$ cat config.mk
export PLATFORM = sky130hd
export DESIGN_NAME = sqmm_mac
export DESIGN_NICKNAME = d
export VERILOG_FILES = /design/src/rtl/sqmm_pkg.sv /design/src/rtl/sqmm_mac.sv
export SDC_FILE = /design/constraint.sdc
export NUM_CORES = 2
export LEC_CHECK = 0
export ABC_AREA = 1
export ABC_CLOCK_PERIOD_IN_PS = 2300
export BUFFER_PORTS_ARGS = -buffer_cell sky130_fd_sc_hd__buf_2
export CORE_MARGIN = 4
export CORE_UTILIZATION = 50
export CTS_CLUSTER_DIAMETER = 40
export DETAILED_ROUTE_END_ITERATION = 8
export PLACE_DENSITY = 0.66
export SYNTH_ARGS = -nofsm -noshare
export SYNTH_HDL_FRONTEND = slang
export SYNTH_SLANG_ARGS = --single-unit
$ cat constraint.sdc
create_clock -name clk_i -period 2.3 [get_ports clk_i]
set_clock_uncertainty 0.2 [all_clocks]
set_input_delay 0.345 -clock clk_i [delete_from_list [all_inputs] [get_ports clk_i]]
set_output_delay 0.345 -clock clk_i [all_outputs]
set_load 0.05 [all_outputs]
$ cat src/rtl/sqmm_pkg.sv
// Shared types and constants for the square matrix multiplier.
// Used by sqmm_mac and square_matrix_multiply; no dependencies.
package sqmm_pkg;

  // Largest matrix dimension supported by default
  localparam int DimMaxDef = 8;

  // Field widths fixed by the stream format
  localparam int IdxW  = 3;
  localparam int ValW  = 32;
  localparam int SizeW = 4;
  localparam int FracW = 16;

  // Stream bus widths (fields packed, padded to whole bytes)
  localparam int InDataW  = 40;
  localparam int OutDataW = 40;
  localparam int OpW      = 2;

  localparam logic [SizeW-1:0] SizeRst = SizeW'(8);

  // Saturation limits for a Q16.16 result
  localparam logic [ValW-1:0] ValMax = {1'b0, {(ValW-1){1'b1}}};
  localparam logic [ValW-1:0] ValMin = {1'b1, {(ValW-1){1'b0}}};

  // Word opcodes carried in s_axis_tuser
  typedef enum logic [OpW-1:0] {
    OP_WR_LEFT  = 2'd0,
    OP_WR_RIGHT = 2'd1,
    OP_COMPUTE  = 2'd2
  } opcode_e;

  // Status of the multiply-accumulate unit toward the sequencer
  typedef struct packed {
    logic            done;   // dot product complete
    logic            sat;    // result was clipped
    logic [ValW-1:0] value;  // saturated Q16.16 result
  } mac_res_t;

endpackage

$ cat src/rtl/sqmm_mac.sv
// Shared multiply-accumulate unit: registered 32x32 multiply, wide accumulator,
// shift by the fraction width and saturation. Depends on sqmm_pkg.
module sqmm_mac import sqmm_pkg::*; #(
  parameter int DIM_MAX = DimMaxDef
) (
  input  logic            clk_i,
  input  logic            rst_ni,
  input  logic            clear_i,  // start a new dot product
  input  logic            vld_i,    // operand pair valid
  input  logic            last_i,   // last operand pair of the dot product
  input  logic [ValW-1:0] a_i,
  input  logic [ValW-1:0] b_i,
  output mac_res_t        res_o
);

  localparam int ProdW = 2 * ValW;
  localparam int AccW  = ProdW + $clog2(DIM_MAX) + 1;
  localparam int TopLo = FracW + ValW - 1;

  logic signed [ProdW-1:0] prod_q;
  logic                    pv_q, pl_q;
  logic signed [AccW-1:0]  acc_q;
  logic                    done_q;
  logic [AccW-1:TopLo]     acc_top;
  logic                    fits;

  // Multiply stage
  always_ff @(posedge clk_i or negedge rst_ni) begin
    if (!rst_ni) begin
      pv_q <= 1'b0;
      pl_q <= 1'b0;
    end else begin
      pv_q <= vld_i & ~clear_i;
      pl_q <= last_i;
    end
  end

  always_ff @(posedge clk_i) begin
    prod_q <= $signed(a_i) * $signed(b_i);
  end

  // Accumulate stage
  always_ff @(posedge clk_i or negedge rst_ni) begin
    if (!rst_ni) begin
      acc_q  <= '0;
      done_q <= 1'b0;
    end else if (clear_i) begin
      acc_q  <= '0;
      done_q <= 1'b0;
    end else if (pv_q) begin
      acc_q  <= acc_q + {{(AccW-ProdW){prod_q[ProdW-1]}}, prod_q};
      done_q <= pl_q;
    end
  end

  // Shift right by the fraction width and clip to 32 bits
  assign acc_top = acc_q[AccW-1:TopLo];
  assign fits    = (&acc_top) | ~(|acc_top);

  always_comb begin
    res_o.done  = done_q;
    res_o.sat   = ~fits;
    res_o.value = fits ? acc_q[TopLo:FracW] : (acc_q[AccW-1] ? ValMin : ValMax);
  end

endmodule

# Word-level counts from Yosys, hierarchy flattened
# Cells that the tools add are included.
[word_totals]
reg_bits = 135
latch_bits = 0
mem_bits_rw = 0
mem_bits_ro = 0
out_inout_bits = 34
elab_cells = 21
memories = 0
[classes]
n_addsub = 1
multipliers = 1
n_div = 0
order_cmp = 0
eq_ne = 0
shifts = 0
muxes = 6
bitwise = 5
n_reduce_logical = 3
[ops]
columns = ["cell", "n"]
rows = [
  ["2-to-1 mux 68 bit", 2],
  ["adder 68 bit", 1],
  ["multiplier 32 x 32 -> 64 bit", 1],
  ["2-to-1 mux 32 bit", 2],
  ["AND reduction 21 bit", 1],
  ["OR reduction 21 bit", 1],
  ["inverter 1 bit", 3],
  ["2-to-1 mux 1 bit", 2],
  ["nonzero test 2 bit", 1],
  ["AND 1 bit", 1],
  ["bitwise OR 1 bit", 1],
]

# Depth between registers and ports, before layout
[depth]
depth_word = 4
ltp_mapped = 31
mapped_depth_nobuf = 30

# Worst setup path after synthesis
# OpenSTA, ideal clock, no wires.
[synth_timing]
path_type = "input to register"
from = "input a_i[31]"
to = "register prod_q[58]"
t_arrival_ps = 6989
required_time_ps = 1988
slack_ps = -5002
stages = 26
path_buffers = 1
path_cell_list = "clkbuf_1 nand2_1 inv_1 fa_1 inv_1 fa_1 inv_1 fa_1 fa_1 inv_1 fa_1 inv_1 fa_1 inv_1 fa_1 inv_1 fa_1 ha_1 a21o_1 a21oi_1 o21ai_0 a21oi_1 a21boi_0 nand2_1 nand2_1 nand2_1"
[synth_between]
elab_chain_len = 1
[synth_rtl]
columns = ["element", "line_no", "source"]
rows = [
  ["start: declaration", "sqmm_mac.sv:11", "input logic [ValW-1:0] a_i,"],
  ["multiplier 32 x 32 -> 64 bit", "sqmm_mac.sv:39", "prod_q <= $signed(a_i) * $signed(b_i);"],
  ["end signal: assignment", "sqmm_mac.sv:39", ""],
  ["end: declaration", "sqmm_mac.sv:20", "logic signed [ProdW-1:0] prod_q;"],
]
# Every way passes these cells.
# A chain may end at the register's enable or synchronous reset.

# Final worst setup path
[layout_timing]
from = "input a_i[31]"
to = "register prod_q[59]"
# The elaborated chain is that of the path after synthesis.

==> results.sh <==
export IMPL_initial_core_util_pct=50.6
export IMPL_ctsLongestPathBuffers=2
export IMPL_fin_nets=8761
export IMPL_drive_gt1_share_pct=26.8
export IMPL_cts_sinks=135
export IMPL_h_tree_depth=4
export IMPL_max_cap_violations=0
export IMPL_placedCellCount=8471
export IMPL_cpPeakStageDelay_ns=0.65
export IMPL_max_slew_margin_rel_pct=61.6
export IMPL_grt_first_pass_wirelength_mm=254
export IMPL_cts_root_buf="clkbuf_16"
export IMPL_post_route_min_period_ns=6.64
export IMPL_seq_area_frac_synth_pct=6.33
export IMPL_first_iter_violations=3189
export IMPL_synth_warnings=0
export IMPL_grt_max_degree=44
export IMPL_grt_pass1_vias=46600
export IMPL_synth_flop_cell="dfrtp_1"
export IMPL_io_pins=103
export IMPL_asyncSetResetFlopFracSynth_pct=52.6
export IMPL_ys_types=47
export IMPL_netlist_instances=6456
export IMPL_dr_pass1_iters=8
export IMPL_synth_edf_count=0
export IMPL_grt_overflow=0
export IMPL_cp_required_ns=2.44
export IMPL_fmax_ghz=0.150
export IMPL_critPathKind="input port to flop"
export IMPL_vias_per_cell=5.06
export IMPL_yosys_area_top_type_share_pct=44.9
export IMPL_path_delay_family="adder cells"
export IMPL_core_area_sq_mm=0.0954
export IMPL_place_congestion=0.967
export IMPL_startpoint_type="input port"
export IMPL_path_buf_inv=10
export IMPL_clk_pin_slew_ns=0.07
export IMPL_wl_per_cell_microns=18.9
export IMPL_finalWorstSetupSlack_ns=-4.34
export IMPL_die_h_microns=319
export IMPL_min_path_type="input port to async pin"
export IMPL_wirelength_mm=163
export IMPL_finalHoldViolCount=0
export IMPL_synth_seq_cells=135
export IMPL_layout_cells_non_filler=8636
export IMPL_synth_largest_area_cell="fa_1"
export IMPL_drtAntennaViolNets=0
export IMPL_cts_buffers=17
export IMPL_clk_latency_ns=0.45
export IMPL_syn_area_per_cell_sq_um=7.48
export IMPL_end_kind="flop"
export IMPL_area_delta_synth_final_pct=32.5
export IMPL_rsz0062_at_grt="true"
export IMPL_yosys_top_cells_area="fa_1, inv_1, nand2_1, ha_1, dfrtp_1"
export IMPL_synth_area_sq_mm=0.0483
export IMPL_failed_checks="setup timing"
export IMPL_setup_tns_final_ns=-258.35
export IMPL_die_x_microns=319
export IMPL_cpMostUsedCell="fa_2"
export IMPL_grtUsageTotal_pct=31.8
export IMPL_place_worst_setup_slack_ns=-5.19
export IMPL_cts_tree="done"
export IMPL_yosysMostFrequentCell="inv_1"
export IMPL_status="complete, but fails checks"
export IMPL_rows=113
export IMPL_fin_crit_sh_pct=289
export IMPL_syn_num_nets=7859
export IMPL_report_final_slew_viol_count=0
export IMPL_worst_slew_pin_slew_ns=0.576
export IMPL_critPathSlowestCell="fa_2"
export IMPL_synth_top_cells_by_count="inv_1, nand2_1, fa_1, nor2_1, ha_1"
export IMPL_antenna_found_initial=0
export IMPL_cp_arrival_ns=6.78
export IMPL_portBuffers=102
export IMPL_n_antenna_cell=0
export IMPL_dp_hpwl_mm=133
export IMPL_die_area_sq_mm=0.102
export IMPL_drc=0
export IMPL_setup_viol=145
export IMPL_critPathMaxFanout=8
export IMPL_vias=43700
final cells by class:
| cell class | count | area [sq um] |
|---|---|---|
| multi-input combinational | 4205 | 41100 |
| sequential | 135 | 3060 |
| fill | 7821 | 31500 |
| clock inverter | 13 | 133 |
| inverter | 1903 | 7160 |
| timing repair buffer | 1096 | 10400 |
| clock buffer | 19 | 475 |
| tap | 1265 | 1580 |
logic make-up after synthesis:
group	after synthesis	synth area share, %
compound gates	383	4.54
fa+ha+maj	1334	51.4
xor+xnor	61	1.11
simple gates	2427	20.1
buf+inv	2116	16.5
flops	135	6.33
routing by layer:
metal / share of wire [%] / wire length (microns) / global-route usage [%] / vias to the layer above
met3: 7.9 / 12900 / 4.95 / 332
li1: - / - / - / 20100
met4: 3.3 / 5410 / 7.66 / 0
met2: 47 / 77200 / 53.5 / 1567
met5: 0 / 0 / 0 / -
met1: 41 / 67500 / 43.6 / 21700
flip-flops by register name, indices dropped and copies added (netlist names):
register	count
pl_q	1
pv_q	1
prod_q	64
acc_q	68
done_q	1
layout by cell type, fill, tap and decap left out, types with 25 or more instances in the layout:
| cell type | instances |
|---|---|
| a21oi_4 | 34 |
| nand2_2 | 112 |
| o21bai_1 | 25 |
| ha_4 | 72 |
| nand2_1 | 1694 |
| dfrtp_1 | 68 |
| o21ai_4 | 25 |
| ha_1 | 178 |
| buf_2 | 43 |
| inv_1 | 1752 |
| a21oi_1 | 99 |
| inv_2 | 139 |
| nand4_1 | 35 |
| buf_6 | 109 |
| nor2_2 | 68 |
| xor2_1 | 26 |
| fa_1 | 988 |
| buf_4 | 791 |
| clkbuf_16 | 29 |
| a21oi_2 | 43 |
| nand2_4 | 52 |
| dfxtp_1 | 64 |
| nor2_4 | 67 |
| o21ai_2 | 29 |
| buf_12 | 94 |
| o21ai_1 | 30 |
| fa_2 | 95 |
| o21ai_0 | 56 |
| nor2_1 | 197 |
| nand3_1 | 107 |
| nand3_2 | 26 |
| buf_8 | 28 |
timing repair:
| action | in CTS | in global routing |
|---|---|---|
| endpoints found under the hold margin | 75 | 0 |
| cloned | 14 | 10 |
| hold buffers | 5 | 0 |
| pin swaps | 263 | 246 |
| setup endpoints to repair | 144 | 151 |
| setup buffers | 68 | 43 |
| resized for setup | 659 | 356 |
worst paths after layout:
path	depth (start not counted)	slack, ns	end	startpoint
setup / recovery	27	-4.34	prod_q[59]	a_i[31]
hold / removal	2	0.12	pl_q	rst_ni
setup reg to reg	9	-0.36	acc_q[46]	acc_q[17]
hold reg to reg	1	0.28	done_q	pl_q
max in group asynchronous	3	1.20	acc_q[48]	rst_ni
min in group clk_i	1	0.28	done_q	pl_q
through the flow:
step                      area [sq um]  hold WS [ns]  util [%]
final                            64000         0.121      67.0
after global routing             64000         0.132      67.0
after CTS                        62300         0.116      65.2
after detailed placement         58300        0.0528      61.1
after global placement           58300        0.0551      61.1
after floorplan                  50700        -0.151         -
Power is left out: the tool's default activity adds up to more than one toggle a clock period on the data nets, which glitch-free logic cannot reach.
